`src/rtl/core/spq_pkg.sv`:
```
// Shared types and constants for the stable priority queue.
`timescale 1ns / 1ps
package spq_pkg;

  localparam int unsigned CAPACITY_DEF = 16;

  localparam int unsigned DATA_W   = 32;
  localparam int unsigned LEVEL_W  = 3;
  localparam int unsigned OP_W     = 2;
  localparam int unsigned STATUS_W = 3;
  localparam int unsigned POS_W    = 4;
  localparam int unsigned COUNT_W  = 5;

  localparam logic [OP_W-1:0] OP_INSERT = 2'd0;
  localparam logic [OP_W-1:0] OP_REMOVE = 2'd1;
  localparam logic [OP_W-1:0] OP_SEARCH = 2'd2;
  localparam logic [OP_W-1:0] OP_CLEAR  = 2'd3;

  localparam logic [STATUS_W-1:0] ST_OK       = 3'd0;
  localparam logic [STATUS_W-1:0] ST_EMPTY    = 3'd1;
  localparam logic [STATUS_W-1:0] ST_FULL     = 3'd2;
  localparam logic [STATUS_W-1:0] ST_BADPRI   = 3'd3;
  localparam logic [STATUS_W-1:0] ST_NOTFOUND = 3'd4;

  localparam logic [LEVEL_W-1:0] LEVEL_MIN = 3'd1;
  localparam logic [LEVEL_W-1:0] LEVEL_MAX = 3'd5;

  typedef struct packed {
    logic               ins;
    logic               rem;
    logic [DATA_W-1:0]  value;
    logic [LEVEL_W-1:0] level;
  } spq_cmd_t;

endpackage

```
`src/rtl/core/stable_priority_queue.sv`:
```
// Stable priority queue of signed 32-bit values with levels 1 to 5.
//
// Input channel in_*: one request per accepted item (insert, remove front,
// search value, clear). Output channel out_*: exactly one result per request,
// in request order. Both use valid/stall; an item moves when valid is high
// and stall is low.
// Entries sit in a row of CAPACITY cells sorted by level, equal levels in
// arrival order; insert and remove shift the row, all cells at once.
// An accepted request is registered and run in the execute step, which
// loads the output register; a search instead registers the per-cell
// match vector there, and the find-first stage loads its result. The
// sequencer works on one request at a time; in_stall is high while busy.
// A finished result waits in the output register while the next request
// is accepted; while out_stall holds it, a following request waits in
// the execute step (a search in the find step); the cells do not change.
// Reset (rst_n low, synchronous) empties the queue and drops any pending
// result; cell contents are not cleared and are never read while empty.
`timescale 1ns / 1ps
module stable_priority_queue #(
  parameter int unsigned CAPACITY = spq_pkg::CAPACITY_DEF
) (
  input  logic                                clk,
  input  logic                                rst_n,
  input  logic                                in_valid,
  output logic                                in_stall,
  input  logic [spq_pkg::OP_W-1:0]            in_operation,
  input  logic signed [spq_pkg::DATA_W-1:0]   in_item_value,
  input  logic [spq_pkg::LEVEL_W-1:0]         in_item_priority,
  output logic                                out_valid,
  input  logic                                out_stall,
  output logic [spq_pkg::STATUS_W-1:0]        out_status,
  output logic signed [spq_pkg::DATA_W-1:0]   out_removed_value,
  output logic [spq_pkg::LEVEL_W-1:0]         out_removed_priority,
  output logic [spq_pkg::POS_W-1:0]           out_found_position,
  output logic [spq_pkg::COUNT_W-1:0]         out_entry_count
);
  import spq_pkg::*;

  localparam int unsigned CNT_W = $clog2(CAPACITY + 1);
  localparam int unsigned IDX_W = $clog2(CAPACITY);

  localparam logic [1:0] S_IDLE = 2'd0;
  localparam logic [1:0] S_EXEC = 2'd1;
  localparam logic [1:0] S_FIND = 2'd2;

  logic [1:0]          state_r, state_nxt;
  logic [CNT_W-1:0]    count_r, count_nxt;
  logic [OP_W-1:0]     req_op_r;
  logic [DATA_W-1:0]   req_value_r;
  logic [LEVEL_W-1:0]  req_level_r;
  logic [CAPACITY-1:0] match_r;

  logic                out_valid_r, out_valid_nxt;
  logic [STATUS_W-1:0] out_status_r;
  logic [DATA_W-1:0]   out_rem_value_r;
  logic [LEVEL_W-1:0]  out_rem_level_r;
  logic [POS_W-1:0]    out_pos_r;
  logic [COUNT_W-1:0]  out_count_r;

  logic                in_accept;
  logic                out_free;
  logic                exec_go;
  logic                out_load;
  logic                bad_level;
  logic                is_full;
  logic                is_empty;
  spq_cmd_t            cmd;

  logic [STATUS_W-1:0] res_status;
  logic [DATA_W-1:0]   res_rem_value;
  logic [LEVEL_W-1:0]  res_rem_level;
  logic [POS_W-1:0]    res_pos;
  logic [31:0]         count_ext;
  logic [31:0]         pos_ext;

  logic [DATA_W-1:0]   cell_value   [CAPACITY];
  logic [LEVEL_W-1:0]  cell_level   [CAPACITY];
  logic [CAPACITY-1:0] cell_greater;
  logic [CAPACITY-1:0] cell_match;

  logic                find_found;
  logic [IDX_W-1:0]    find_pos;

  assign in_stall  = (state_r != S_IDLE);
  assign in_accept = in_valid && !in_stall;
  assign out_free  = !out_valid_r || !out_stall;
  assign exec_go   = (state_r == S_EXEC) && ((req_op_r == OP_SEARCH) || out_free);

  assign bad_level = (req_level_r < LEVEL_MIN) || (req_level_r > LEVEL_MAX);
  assign is_full   = (count_r == CNT_W'(CAPACITY));
  assign is_empty  = (count_r == '0);

  assign cmd.ins   = exec_go && (req_op_r == OP_INSERT) && !bad_level && !is_full;
  assign cmd.rem   = exec_go && (req_op_r == OP_REMOVE) && !is_empty;
  assign cmd.value = req_value_r;
  assign cmd.level = req_level_r;

  for (genvar i = 0; i < CAPACITY; i++) begin : g_cell
    logic               lg;
    logic [DATA_W-1:0]  lv;
    logic [LEVEL_W-1:0] ll;
    logic [DATA_W-1:0]  rv;
    logic [LEVEL_W-1:0] rl;

    if (i == 0) begin : g_head
      assign lg = 1'b0;
      assign lv = '0;
      assign ll = '0;
    end else begin : g_body
      assign lg = cell_greater[i-1];
      assign lv = cell_value[i-1];
      assign ll = cell_level[i-1];
    end

    if (i == CAPACITY - 1) begin : g_tail
      assign rv = cell_value[i];
      assign rl = cell_level[i];
    end else begin : g_inner
      assign rv = cell_value[i+1];
      assign rl = cell_level[i+1];
    end

    spq_cell #(
      .INDEX (i),
      .CNT_W (CNT_W)
    ) u_cell (
      .clk          (clk),
      .cmd          (cmd),
      .count        (count_r),
      .left_greater (lg),
      .left_value   (lv),
      .left_level   (ll),
      .right_value  (rv),
      .right_level  (rl),
      .value        (cell_value[i]),
      .level        (cell_level[i]),
      .greater      (cell_greater[i]),
      .match        (cell_match[i])
    );
  end

  spq_find #(
    .CAPACITY (CAPACITY),
    .IDX_W    (IDX_W)
  ) u_find (
    .match (match_r),
    .found (find_found),
    .pos   (find_pos)
  );

  assign pos_ext = 32'(find_pos);

  always_comb begin
    state_nxt     = state_r;
    count_nxt     = count_r;
    out_load      = 1'b0;
    res_status    = ST_OK;
    res_rem_value = '0;
    res_rem_level = '0;
    res_pos       = '0;
    unique case (state_r)
      S_IDLE: begin
        if (in_accept) begin
          state_nxt = S_EXEC;
        end
      end
      S_EXEC: begin
        if (exec_go) begin
          unique case (req_op_r)
            OP_INSERT: begin
              out_load  = 1'b1;
              state_nxt = S_IDLE;
              priority if (bad_level) begin
                res_status = ST_BADPRI;
              end else if (is_full) begin
                res_status = ST_FULL;
              end else begin
                count_nxt = count_r + CNT_W'(1);
              end
            end
            OP_REMOVE: begin
              out_load  = 1'b1;
              state_nxt = S_IDLE;
              if (is_empty) begin
                res_status = ST_EMPTY;
              end else begin
                res_rem_value = cell_value[0];
                res_rem_level = cell_level[0];
                count_nxt     = count_r - CNT_W'(1);
              end
            end
            OP_SEARCH: begin
              state_nxt = S_FIND;
            end
            default: begin
              out_load   = 1'b1;
              state_nxt  = S_IDLE;
              res_status = is_empty ? ST_EMPTY : ST_OK;
              count_nxt  = '0;
            end
          endcase
        end
      end
      S_FIND: begin
        if (out_free) begin
          out_load  = 1'b1;
          state_nxt = S_IDLE;
          priority if (is_empty) begin
            res_status = ST_EMPTY;
          end else if (find_found) begin
            res_pos = pos_ext[POS_W-1:0];
          end else begin
            res_status = ST_NOTFOUND;
          end
        end
      end
      default: begin
        state_nxt = S_IDLE;
      end
    endcase
  end

  assign count_ext = 32'(count_nxt);

  always_comb begin
    out_valid_nxt = out_valid_r;
    priority if (out_load) begin
      out_valid_nxt = 1'b1;
    end else if (out_valid_r && !out_stall) begin
      out_valid_nxt = 1'b0;
    end
  end

  always_ff @(posedge clk) begin
    if (!rst_n) begin
      state_r     <= S_IDLE;
      count_r     <= '0;
      out_valid_r <= 1'b0;
    end else begin
      state_r     <= state_nxt;
      count_r     <= count_nxt;
      out_valid_r <= out_valid_nxt;
    end
  end

  always_ff @(posedge clk) begin
    if (in_accept) begin
      req_op_r    <= in_operation;
      req_value_r <= $unsigned(in_item_value);
      req_level_r <= in_item_priority;
    end
    if (exec_go) begin
      match_r <= cell_match;
    end
    if (out_load) begin
      out_status_r    <= res_status;
      out_rem_value_r <= res_rem_value;
      out_rem_level_r <= res_rem_level;
      out_pos_r       <= res_pos;
      out_count_r     <= count_ext[COUNT_W-1:0];
    end
  end

  assign out_valid            = out_valid_r;
  assign out_status           = out_status_r;
  assign out_removed_value    = $signed(out_rem_value_r);
  assign out_removed_priority = out_rem_level_r;
  assign out_found_position   = out_pos_r;
  assign out_entry_count      = out_count_r;

`ifndef SYNTHESIS
  a_count_bound: assert property (@(posedge clk) disable iff (!rst_n)
    count_r <= CNT_W'(CAPACITY))
    else $error("entry count beyond capacity");

  a_result_source: assert property (@(posedge clk) disable iff (!rst_n)
    $rose(out_valid_r) |-> ($past(state_r) == S_EXEC) || ($past(state_r) == S_FIND))
    else $error("result raised outside execute or find step");

  a_insert_grows: assert property (@(posedge clk) disable iff (!rst_n)
    cmd.ins |=> count_r == $past(count_r) + CNT_W'(1))
    else $error("insert did not grow the queue by one");

  a_removed_level_ok: assert property (@(posedge clk) disable iff (!rst_n)
    out_valid_r && (out_rem_level_r != '0) |-> out_status_r == ST_OK)
    else $error("removed level reported on a failed request");
`endif

endmodule

```
`src/rtl/core/spq_cell.sv`:
```
// One queue slot: holds an entry and shifts toward its neighbors.
`timescale 1ns / 1ps
module spq_cell #(
  parameter int unsigned INDEX = 0,
  parameter int unsigned CNT_W = 5
) (
  input  logic                         clk,
  input  spq_pkg::spq_cmd_t            cmd,
  input  logic [CNT_W-1:0]             count,
  input  logic                         left_greater,
  input  logic [spq_pkg::DATA_W-1:0]   left_value,
  input  logic [spq_pkg::LEVEL_W-1:0]  left_level,
  input  logic [spq_pkg::DATA_W-1:0]   right_value,
  input  logic [spq_pkg::LEVEL_W-1:0]  right_level,
  output logic [spq_pkg::DATA_W-1:0]   value,
  output logic [spq_pkg::LEVEL_W-1:0]  level,
  output logic                         greater,
  output logic                         match
);
  import spq_pkg::*;

  logic [DATA_W-1:0]  value_r, value_nxt;
  logic [LEVEL_W-1:0] level_r, level_nxt;
  logic               occupied;
  logic               at_tail;
  logic               take_new;

  assign occupied = CNT_W'(INDEX) < count;
  assign at_tail  = CNT_W'(INDEX) == count;
  assign greater  = occupied && (level_r > cmd.level);
  assign match    = occupied && (value_r == cmd.value);
  assign take_new = (greater || at_tail) && !left_greater;

  always_comb begin
    value_nxt = value_r;
    level_nxt = level_r;
    priority if (cmd.ins && left_greater) begin
      value_nxt = left_value;
      level_nxt = left_level;
    end else if (cmd.ins && take_new) begin
      value_nxt = cmd.value;
      level_nxt = cmd.level;
    end else if (cmd.rem) begin
      value_nxt = right_value;
      level_nxt = right_level;
    end
  end

  always_ff @(posedge clk) begin
    value_r <= value_nxt;
    level_r <= level_nxt;
  end

  assign value = value_r;
  assign level = level_r;

endmodule

```
`src/rtl/core/spq_find.sv`:
```
// Find-first over the registered match vector of the cell row.
`timescale 1ns / 1ps
module spq_find #(
  parameter int unsigned CAPACITY = 16,
  parameter int unsigned IDX_W    = 4
) (
  input  logic [CAPACITY-1:0] match,
  output logic                found,
  output logic [IDX_W-1:0]    pos
);

  logic [CAPACITY-1:0] first;

  assign found = |match;
  assign first = match & (~match + CAPACITY'(1));

  always_comb begin
    pos = '0;
    for (int i = 0; i < CAPACITY; i++) begin
      if (first[i]) begin
        pos = pos | IDX_W'(i);
      end
    end
  end

endmodule
```
`config.mk`:
```
export PLATFORM = sky130hd
export DESIGN_NAME = stable_priority_queue
export DESIGN_NICKNAME = d
export VERILOG_FILES = /design/src/rtl/core/spq_pkg.sv /design/src/rtl/core/stable_priority_queue.sv /design/src/rtl/core/spq_cell.sv /design/src/rtl/core/spq_find.sv
export SDC_FILE = /design/constraint.sdc
export NUM_CORES = 2
export LEC_CHECK = 0
export ABC_AREA = 1
export BUFFER_PORTS_ARGS = -buffer_cell sky130_fd_sc_hd__buf_2
export CAP_MARGIN = 20
export CORE_UTILIZATION = 36
export CTS_BUF_LIST = sky130_fd_sc_hd__clkbuf_2 sky130_fd_sc_hd__clkbuf_4 sky130_fd_sc_hd__clkbuf_8
export DETAILED_ROUTE_END_ITERATION = 12
export GPL_TIMING_DRIVEN = 0
export PLACE_DENSITY = 0.49
export REMOVE_ABC_BUFFERS = 1
export SLEW_MARGIN = 25
export SYNTH_ARGS = -nofsm -noshare
export SYNTH_HDL_FRONTEND = slang
export SYNTH_SLANG_ARGS = --single-unit
```
`constraint.sdc`:
```
create_clock -name clk -period 5.8 [get_ports clk]
set_input_delay 0.87 -clock clk [delete_from_list [all_inputs] [get_ports clk]]
set_output_delay 0.87 -clock clk [all_outputs]
set_load 0.02 [all_outputs]
```
==> key figures <==
Global routing
  – Grt total ovfl: 0
  – Largest net degree at the start of global routing: 86
  – Number of global-route vias before repair: around 40k
  – Tot GR Track Use: 31.6%
  – First-pass GRT wire length: 281,000 um
  – Initial antenna violation count: 5

Synthesis
  – Ranking of synthesized cells by area: edfxtp_1 (45%), nand2_1 (16%), nand3_1 (12%)
  – Avg Cell Area, Syn: 7.71 um^2
  – Flops & latches, synth: 668
  – Post-synth top area cell: edfxtp_1
  – Top-area cell type share of the netlist area: 45.1%
  – Sequential share of the synthesized area: a little under half
  – Yosys cell types: 46
  – Mapped Area: 43,900 um^2
  – Synth Warn #: 0
  – Synthesized instance count: 5,702

Outcome
  – Outcome: complete, no violations

Die
  – DIE HEIGHT: 351 um
  – Core area: 120,000 um^2
  – IO Pins: 90
  – Initial Util: 36.5%
  – Die area: 123,000 um^2
  – Chip width: 351 um
  – Num rows: 127

Final layout
  – Area grow syn2layout: 13.3%
  – Post-layout nets: 5,769
  – Most common cell after layout, fill and taps aside: nand2_1
  – Design area: 49,800 um^2
  – Share of layout cells above drive strength 1: 9.91%
  – Commonest non-fill, non-tap cells in the layout: nand2_1 (1,879), nand3_1 (1,010), edfxtp_1 (660)

Worst setup path
  – Worst path cell trace: inv_2 -> ha_1 -> nand2_1 -> o21ai_0 -> nand3_2 -> nor2_4 -> clkinvlp_4 -> nand3_2 -> buf_12
  – Crit path max-delay cell type: nor2_4
  – Crit Path Class: reg2reg
  – Worst stage delay on the critical path: 1.02 ns
  – Crit-path most repeated cell: nand3_2
  – CP Buf/Inv Count: 3
  – Crit. End Element: register
  – WP data required: 6.32 ns
  – Critical Path Source Type: register
  – Crit path max fanout: 38
  – Top cell family by delay on the critical path: simple AND/OR/NAND/NOR gates
  – WP data arrival: 5.84 ns

Place
  – GPL Wtd Cong: just over 0.9
  – Hpwl dp: 145,000 um
  – Placed instance area: 47,200 um^2
  – Input/output buffers: 89

Detailed routing
  – TritonRoute pass-1 iters: 8
  – DRC Markers: 0
  – Final WL: 199,000 um
  – Post-detailed-route count of antenna-violating nets: 0
  – DR vias/cell: 5.71
  – Vias: 42.2k
  – Drt initial violations: 5,144
  – Post-detailed-route wirelength per cell: 27.0 um

Timing
  – Tmin final: about 5.3 ns
  – Worst slew margin: 25.4%
  – Final Setup Violations: 0
  – RSZ-0062 raised after global routing: no
  – Peak Freq: ~190 MHz
  – Final Cycle Share: 91.7%
  – Setup_tns: 0 ns
  – Worst Max-Slew Pin Slew: approximately 1.1 ns
  – Final slew viol count: 0
  – Fin. Hold Viols: 0
  – Clk_skew: 0.0609 ns

Clock network
  – H-tree Lvls: 4
  – Clock Sink Count: 668
  – Clk_lat worst skew: 0.87 ns
  – CTS Buffer Depth: 3
  – Clk slew on worst S/H paths: 0.06 ns
  – TritonCTS Buffers: 132
  – CTS tree: done
  – CTS Root Buffer Type: clkbuf_8

Pwr
  – Peak supply drop: roughly 0.0002 V
  – Leakage power: 22.0 nW
  – Pwr Density: 235 nW/um^2

Hold path
  – Hold Crit Class: in2reg

Job
  – Max Cap Viol: 0
per-layer routing:
layer | global-route usage, % | up-vias | share of wire [%] | wire [um]
li1 | - | 18753 | - | -
met1 | 39.5 | 20575 | 39 | 77100
met2 | 51.3 | 2322 | 47 | 92800
met3 | 5.72 | 549 | 8.8 | 17500
met4 | 17.5 | 2 | 5.9 | 11700
met5 | 0 | - | 0.0065 | 13
synth_stat cells (all sizes together):
cell / count
o2111ai: 1
nand4: 148
nand3: 1029
a21boi: 1
dfxtp: 8
buf: 227
o211ai: 2
a22o: 1
a31oi: 1
o21a: 1
clkbuf: 151
nor2: 256
edfxtp: 660
nand3b: 6
nand2: 1912
o22ai: 134
o21ai: 91
or2: 3
a21oi: 33
xor2: 107
and3: 2
ha: 56
a221oi: 4
clkinv: 9
o221ai: 6
xnor2: 174
nor3: 48
inv: 631
power by group:
group	internal, mW	switching (mW)	leakage [nW]
combinational	0.404	0.910	14.6
sequential	5.32	0.104	6.07
clock	2.62	2.36	1.36
kinds of logic after synthesis:
kind of cell | after synthesis | synth area share, %
XOR/XNOR | 281 | 5.60
flip-flops | 668 | 45.5
adder cells (fa/ha/maj) | 56 | 1.59
AO/OA/AOI/OAI | 275 | 3.72
buffers and inverters | 1018 | 9.67
AND/OR/NAND/NOR | 3404 | 34.0
worst reg2reg max path: stages, from the launching register on:
cell and delay, ns:
edfxtp_1 0.41, inv_2 0.65, ha_1 0.34, nand2_1 0.06, o21ai_0 0.20, nand3_2 0.66, nor2_4 1.02, clkinvlp_4 0.89
nand3_2 0.54, buf_12 0.25
path summary, 6_finish.rpt:
path | startpoint | to | slack, ns | cells after the start
max | req_level_r[2] | g_cell[7].u_cell.value[4] | 0.48 | 9
min | in_item_priority[0] | req_level_r[0] | 0.19 | 1
max reg2reg | req_level_r[2] | g_cell[7].u_cell.value[4] | 0.48 | 9
min reg2reg | state_r[0] | state_r[0] | 0.48 | 2
state kept, by name, summed over array words and instances (netlist names), 4 cells and up:
name	count
req_value_r	32
g_cell.u_cell.level	48
match_r	16
out_entry_count	5
out_found_position	4
out_removed_value	32
g_cell.u_cell.value	512
count_r	5
stage by stage:
step / hold WS (ns) / std cells / setup slack, ns / utilization [%] / power (mW)
final: 0.194 / 7387 / 0.480 / 41.4 / 11.7
after global routing: 0.171 / 7387 / 0.165 / 41.4 / 12.0
after CTS: 0.132 / 7386 / 0.197 / 41.3 / 11.7
after detailed placement: 0.477 / 7150 / 0.172 / 39.2 / 6.79
after global placement: 0.472 / 7025 / -2.12 / 37.0 / 6.57
after floorplan: 0.458 / 5324 / 0.701 / - / 6.02
repair_timing:
item / 4_1_cts / 5_1_grt
hold buffers: 0 / 0
resized for setup: 0 / 1
setup endpoints to repair: 0 / 25
buffers inserted: 0 / 0
layout make-up:
type	instances	area [um^2]
inverters	640	2430
diodes	1	2.50
clock buffers	174	2150
fillers	12644	70600
multi-input cells	4016	20000
well taps	1612	2020
flip-flops and latches	668	20000
clock inverters	62	450
repair buffers	214	2820
Note: power is estimated with default switching activity, not from simulation.
